==> config.mk <==
export PLATFORM = sky130hd
export DESIGN_NAME = pdb_div_pipe
export DESIGN_NICKNAME = d
export VERILOG_FILES = /design/src/sv/pdb_pkg.sv /design/src/sv/pdb_div_pipe.sv
export SDC_FILE = /design/constraint.sdc
export NUM_CORES = 2
export LEC_CHECK = 0
export BUFFER_PORTS_ARGS = -buffer_cell sky130_fd_sc_hd__buf_2
export CORE_ASPECT_RATIO = 1.5
export CORE_MARGIN = 4
export CORE_UTILIZATION = 57
export CTS_CLUSTER_SIZE = 30
export DETAILED_ROUTE_END_ITERATION = 8
export GPL_TIMING_DRIVEN = 0
export PLACE_DENSITY = 0.78
export SLEW_MARGIN = 30
export SYNTH_ARGS = -nofsm -noshare
export SYNTH_HDL_FRONTEND = slang
export SYNTH_SLANG_ARGS = --single-unit
==> constraint.sdc <==
create_clock -name clk -period 10.1 [get_ports clk]
set_input_delay 2.525 -clock clk [delete_from_list [all_inputs] [get_ports clk]]
set_output_delay 2.525 -clock clk [all_outputs]
set_load 0.005 [all_outputs]
==> src/sv/pdb_pkg.sv <==
`timescale 1ns / 1ps
`default_nettype none

package pdb_pkg;

	// operator codes held in the mode register
	typedef enum logic [3:0] {
		MODE_CLEAR    = 4'd0,
		MODE_SRC      = 4'd1,
		MODE_DST      = 4'd2,
		MODE_OVER     = 4'd3,
		MODE_DST_OVER = 4'd4,
		MODE_SRC_IN   = 4'd5,
		MODE_DST_IN   = 4'd6,
		MODE_SRC_OUT  = 4'd7,
		MODE_DST_OUT  = 4'd8,
		MODE_SRC_ATOP = 4'd9,
		MODE_DST_ATOP = 4'd10,
		MODE_XOR      = 4'd11
	} blend_mode_t;

	localparam blend_mode_t MODE_RESET = MODE_OVER;

	localparam int unsigned CHAN_W  = 8;
	localparam int unsigned CHANS   = 3;
	localparam int unsigned WEIGHT_W = 2 * CHAN_W;
	localparam int unsigned NUM_W   = 3 * CHAN_W;

	localparam logic [CHAN_W-1:0]   FULL_SCALE  = 8'd255;
	localparam logic [WEIGHT_W-1:0] FULL_SQUARE = 16'd65025;

	// floor(x / 65025) for x below 2^24 as (x * PRE_RECIP) >> PRE_SHIFT
	localparam int unsigned PRE_SHIFT   = 40;
	localparam int unsigned PRE_RECIP_W = 25;
	localparam logic [PRE_RECIP_W-1:0] PRE_RECIP =
		PRE_RECIP_W'(((64'd1 << PRE_SHIFT) + 64'd65024) / 64'd65025);

	// floor(x / 255) for x below 2^16 as (x * ALPHA_RECIP) >> ALPHA_SHIFT
	localparam int unsigned ALPHA_SHIFT   = 24;
	localparam int unsigned ALPHA_RECIP_W = 17;
	localparam logic [ALPHA_RECIP_W-1:0] ALPHA_RECIP =
		ALPHA_RECIP_W'(((64'd1 << ALPHA_SHIFT) + 64'd254) / 64'd255);

	// one quotient bit per divider stage
	localparam int unsigned DIV_STEPS  = CHAN_W;
	localparam int unsigned FRONT_DEPTH = 4;
	localparam int unsigned PIPE_DEPTH = FRONT_DEPTH + DIV_STEPS;

	typedef struct packed {
		logic [CHAN_W-1:0] fs;
		logic [CHAN_W-1:0] fd;
	} factors_t;

	// word moving down the divider stages
	typedef struct packed {
		logic [CHANS-1:0][NUM_W-1:0]  rem;
		logic [CHANS-1:0][CHAN_W-1:0] quo;
		logic [WEIGHT_W-1:0]          den;
		logic [CHAN_W-1:0]            alpha;
	} div_word_t;

	// source and destination factors of each operator
	function automatic factors_t pick_factors(blend_mode_t mode, logic [CHAN_W-1:0] as_v,
			logic [CHAN_W-1:0] ad_v);
		factors_t f;
		logic [CHAN_W-1:0] nas;
		logic [CHAN_W-1:0] nad;
		nas = FULL_SCALE - as_v;
		nad = FULL_SCALE - ad_v;
		unique case (mode)
			MODE_SRC: begin
				f.fs = FULL_SCALE; f.fd = '0;
			end
			MODE_DST: begin
				f.fs = '0;         f.fd = FULL_SCALE;
			end
			MODE_OVER: begin
				f.fs = FULL_SCALE; f.fd = nas;
			end
			MODE_DST_OVER: begin
				f.fs = nad;        f.fd = FULL_SCALE;
			end
			MODE_SRC_IN: begin
				f.fs = ad_v;       f.fd = '0;
			end
			MODE_DST_IN: begin
				f.fs = '0;         f.fd = as_v;
			end
			MODE_SRC_OUT: begin
				f.fs = nad;        f.fd = '0;
			end
			MODE_DST_OUT: begin
				f.fs = '0;         f.fd = nas;
			end
			MODE_SRC_ATOP: begin
				f.fs = ad_v;       f.fd = nas;
			end
			MODE_DST_ATOP: begin
				f.fs = nad;        f.fd = as_v;
			end
			MODE_XOR: begin
				f.fs = nad;        f.fd = nas;
			end
			default: begin
				f.fs = '0;         f.fd = '0;
			end
		endcase
		return f;
	endfunction

endpackage

`default_nettype wire

==> src/sv/pdb_div_pipe.sv <==
`timescale 1ns / 1ps
`default_nettype none

module pdb_div_pipe (
	input  wire logic               clk,
	input  wire logic               arst_n,
	input  wire logic               in_valid,
	output logic                    in_ready,
	input  wire pdb_pkg::div_word_t in_word,
	output logic                    out_valid,
	input  wire logic               out_ready,
	output pdb_pkg::div_word_t      out_word
);

	localparam int unsigned STEPS = pdb_pkg::DIV_STEPS;

	// one restoring step on all three channels, quotient bit at position sh
	function automatic pdb_pkg::div_word_t div_step(pdb_pkg::div_word_t w, int unsigned sh);
		pdb_pkg::div_word_t r;
		logic [pdb_pkg::NUM_W-1:0] trial;
		r = w;
		trial = pdb_pkg::NUM_W'(w.den) << sh;
		for (int c = 0; c < pdb_pkg::CHANS; c++) begin
			if (w.rem[c] >= trial) begin
				r.rem[c] = w.rem[c] - trial;
				r.quo[c] = {w.quo[c][pdb_pkg::CHAN_W-2:0], 1'b1};
			end else begin
				r.quo[c] = {w.quo[c][pdb_pkg::CHAN_W-2:0], 1'b0};
			end
		end
		return r;
	endfunction

	logic               vld_s [STEPS];
	logic               rdy_s [STEPS];
	pdb_pkg::div_word_t word_s [STEPS];

	for (genvar j = 0; j < STEPS; j++) begin : g_step
		logic               prev_vld;
		pdb_pkg::div_word_t prev_word;
		logic               next_rdy;

		// link to the neighbouring stages
		if (j == 0) begin : g_first
			assign prev_vld  = in_valid;
			assign prev_word = in_word;
		end else begin : g_mid
			assign prev_vld  = vld_s[j-1];
			assign prev_word = word_s[j-1];
		end

		if (j == STEPS - 1) begin : g_last
			assign next_rdy = out_ready;
		end else begin : g_inner
			assign next_rdy = rdy_s[j+1];
		end

		// a stage takes a word when empty or when its word moves on
		assign rdy_s[j] = !vld_s[j] || next_rdy;

		always_ff @(posedge clk or negedge arst_n) begin
			if (!arst_n) begin
				vld_s[j] <= 1'b0;
			end else if (rdy_s[j]) begin
				vld_s[j] <= prev_vld;
			end
		end

		always_ff @(posedge clk) begin
			if (prev_vld && rdy_s[j]) begin
				word_s[j] <= div_step(prev_word, STEPS - 1 - j);
			end
		end
	end

	assign in_ready  = rdy_s[0];
	assign out_valid = vld_s[STEPS-1];
	assign out_word  = word_s[STEPS-1];

endmodule

`default_nettype wire

==> impl_summary.md <==
Logic synthesis
The count of different cell masters after synthesis is 90. Summed over its instances, the top area cell type makes up 50.5% of the synthesized netlist area. The netlist area before placement is 52000 µm². Averaged over all synthesized cells, the footprint is 11.1 µm². For this run, the leading register cell type out of synthesis is edfxtp_1. The number of enable-type register cells in the synthesized netlist is 876. In the synthesized netlist the async set-or-reset flop fraction comes to less than 1%. The sequential-to-total area share from yosys stat is ~50%. The synthesized net count is 5218. The count of synthesis-stage warnings from yosys is 0. The synthesized design spends more area on one cell type than any other, namely edfxtp_1. By area the synthesized netlist is led by edfxtp_1 (51%), ha_1 (9.2%), a21oi_1 (3.9%). The synthesis-stage register bit count is 884.

Synthesis handed over a netlist of 4686 instances.

Clocking
The number of buffers added by the clock tree synthesis step is 82. The tree built by TritonCTS fans out to 884 sinks. Once the clock tree was built, the resizer swapped 0 gates to a different size.

The number of buffers on the longest clock path is 3. The depth of the CTS H-tree is 3. The number of setup buffers added after CTS is 0. For the worst-skew pair, the clock arrives at the later sink with an insertion delay of about 0.65 ns. After clock tree synthesis, the clock-pin slew on the worst setup and hold paths is 0.06 ns.

The count of hold buffers inserted by post-cts repair is 0. The root cell of the clock tree is clkbuf_16. TritonCTS built the clock tree.

Global route
Global routing finished with a remaining overflow of 0. The first global-routing pass estimated 193000 µm of wire. The initial antenna violation count is 2. The number of global-route vias before repair is roughly 36000.

Entering global routing, the biggest net connects 56 pins. Global routing used roughly a quarter of the available tracks across all layers.

Detailed routing
The final layout contains routed wiring with a total length of 127000 µm. The average via count per standard cell is 5.81. The count of TritonRoute iterations in the first routing pass is 6. Detailed routing inserted a total of 36300 vias. The DRC marker count from the first detailed-route iteration is 2132.

The DRC violation count after routing is 0. The remaining antenna violation count after routing is 0. The post-detailed-route wirelength per cell is 20.3 µm.

Critical path
The worst setup path is captured at a primary output. The data arrival time of the critical path is 4.18 ns. For the worst setup path, the data required time is ~7.6 ns. The path depth of the worst reg2reg path is 13. Of all nets on the critical path, the largest fanout is 6.

The critical path goes through buf_2, nor2b_1, nand3_1, nor2_1, nand3_1, inv_1, nand3_1, buf_2. The worst setup path is of the primary input to primary output kind. Among all stages on the critical path, the largest delay is contributed by nor2b_1. The critical path launch point type is a primary input.

The delay of the slowest cell on the worst path is 0.56 ns. The most numerous cell type found on the critical path is nand3_1.

Placed design
The post-place instance area is 55200 µm². The final weighted congestion in routability-driven placement is 0.986. The number of placed instances with taps included is 6095. Detailed placement ended at an HPWL of 103000 µm. In this run the tool buffered the top-level ports with 221 buffer cells.

Layout
The number of standard cells in the final layout excluding fillers is 6246. Of the cells placed in the final design, the portion with a size suffix greater than 1 is 11.2%. The area growth from synthesis to layout is 11.2%. The total non-filler cell area in the finished layout is 57900 µm². The layout has just over 7000 filler cells.

For this run, the post-layout net count is roughly 5500.

Flow run
Max-cap violations in this run came to 0.

Floorplan
The height of the chip is 378 µm. In this run the core area contains about 140 standard-cell rows. In this run the horizontal extent of the chip is 255 µm. The initial utilization of the core area, before any placement, comes to between 50% and 60%. The total die area is 96300 µm². The number of top-level pins is approximately 250.

The placeable core region is around 91000 µm².

Status
The flow ran to the end, and the final reports show no timing, DRC or antenna violations.

Timing
The routed design could run at a clock period as short as roughly 6.7 ns. The final number of hold-violating endpoints is 0. The fraction of the cycle the final worst path needs is 66.4%. The maximum frequency from static timing analysis is 0.149 GHz. Setup violations remaining at the end of the flow were counted as 0. The max-slew violation total from the final report was 0.

Setup repair after global routing left no endpoint under its margin. Across the routed clock network, the largest skew measured is 0.0139 ns. At the pin with the least slew margin, the transition time is 0.989 ns.

The max-slew headroom at the worst pin is 32.4%.

Power and ir drop
Per report_power, the combinational group accounts for 45.3% of the total. The sequential group share of total power is between 30% and 40%. The part of the power in the clock network is 17.3%. The peak ir drop on the vdd network is 0.135 mV. The overall power consumption is around 18 mW. The analysis attributes to net switching a power of 6.54 mW. For this design the ratio of total power to cell area is 306 nW/µm².

The reported leakage power is approximately 23 nW. Internal power comes to 11.2 mW. The proportion of total power due to net switching is between 30 and 40%.

Min path
The depth of the worst hold-timing path is 0. The class of the tightest hold or removal check is register to register.
[stage by stage]
step	setup slack, ns	hold slack (ns)	TNS (ns)	util (%)
after floorplan	1.13	0.400	0	-
after global placement	-0.841	0.402	-225.83	60.3
after detailed placement	3.39	0.405	0	61.0
after CTS	3.37	0.417	0	63.9
after global routing	3.19	0.424	0	63.9
final	3.39	0.415	0	63.9
[power groups by stage]
stage / Clock [mW] / Sequential (mW) / Combinational (mW)
floorplan: 0 / 6.56 / 6.07
global placement: 0 / 6.81 / 7.73
detailed placement: 0 / 6.69 / 7.95
CTS: 3.14 / 6.62 / 8.01
global route: 3.28 / 6.75 / 8.99
finish: 3.07 / 6.63 / 8.03
[synth_stat cells (all sizes together), types with 65 or more instances]
library cell,number
edfxtp,876
a21oi,409
ha,384
nor2,355
nand2,315
o21ai,290
inv,273
xnor2,219
xor2,159
a21o,126
mux2,110
nor3,94
nand3,91
o21a,65
[layout by cell type, fill, tap and decap left out, types with 24 or more instances in the layout]
master / n
o31ai_1: 31
nand2b_1: 63
xnor2_1: 219
inv_1: 270
or3_1: 45
o211ai_1: 29
a21oi_1: 406
nor2b_1: 62
nand3_1: 91
or4_1: 26
xor2_1: 159
nor4_1: 32
nand4_1: 52
mux2_2: 110
a21o_1: 126
nand2_1: 315
a211oi_1: 44
and3_1: 38
nor2_1: 355
buf_2: 244
o21bai_1: 38
ha_1: 384
clkbuf_16: 83
clkbuf_1: 72
fa_1: 24
a31oi_1: 38
o21ai_0: 282
o21a_1: 65
edfxtp_1: 876
nor3_1: 93
[per-layer routing]
layer	share of wire, %	track usage (%)	vias to the layer above	routed length [µm]
met5	0	0	-	0
met4	10	21.4	0	12600
met3	2.9	2.25	329	3680
met2	52	49.1	863	66200
met1	35	25.5	16800	44000
li1	-	-	18200	-
[worst max-delay path, delay by kind of cell]
kind | cells | cell delay (ns)
buffers and inverters | 3 | 0.34
and+or+nand+nor | 5 | 1.32
[cells by family after synthesis]
family | after synthesis | share of synthesized area, %
simple gates | 1278 | 12.1
compound gates | 1244 | 15.0
flops | 884 | 50.9
fa+ha+maj | 408 | 10.2
xor+xnor | 378 | 6.36
buf+inv | 371 | 2.77
mux | 123 | 2.63
[area by class of cell]
| class | count | area, µm² | area share [%] |
|---|---|---|---|
| diodes | 1 | 2.50 | 0.00432 |
| inverters | 273 | 1020 | 1.77 |
| clock inverters | 56 | 532 | 0.919 |
| well taps | 1164 | 1460 | 2.52 |
| flip-flops and latches | 884 | 26500 | 45.8 |
| repair buffers | 245 | 1640 | 2.84 |
| multi-input cells | 3431 | 24100 | 41.7 |
| clock buffers | 94 | 2150 | 3.71 |
| plain buffers | 98 | 419 | 0.724 |
[sequential cells by signal (all words and copies together), names as in the netlist]
name / flops
g_step.prev_vld: 7
out_valid: 1
word_s: 876
[path summary, 6_finish.rpt]
kind	startpoint	endpoint	slack [ns]
max in group asynchronous	arst_n	g_step[6].prev_vld	8.22
setup reg to reg	word_s[0][8]	word_s[0][186]	6.21
hold / removal	word_s[0][281]	word_s[0][402]	0.41
hold reg to reg	word_s[0][281]	word_s[0][402]	0.41
min in group asynchronous	arst_n	g_step[1].prev_vld	1.71
setup / recovery	out_ready	in_ready	3.39
Power figures use the tool's default switching activity.
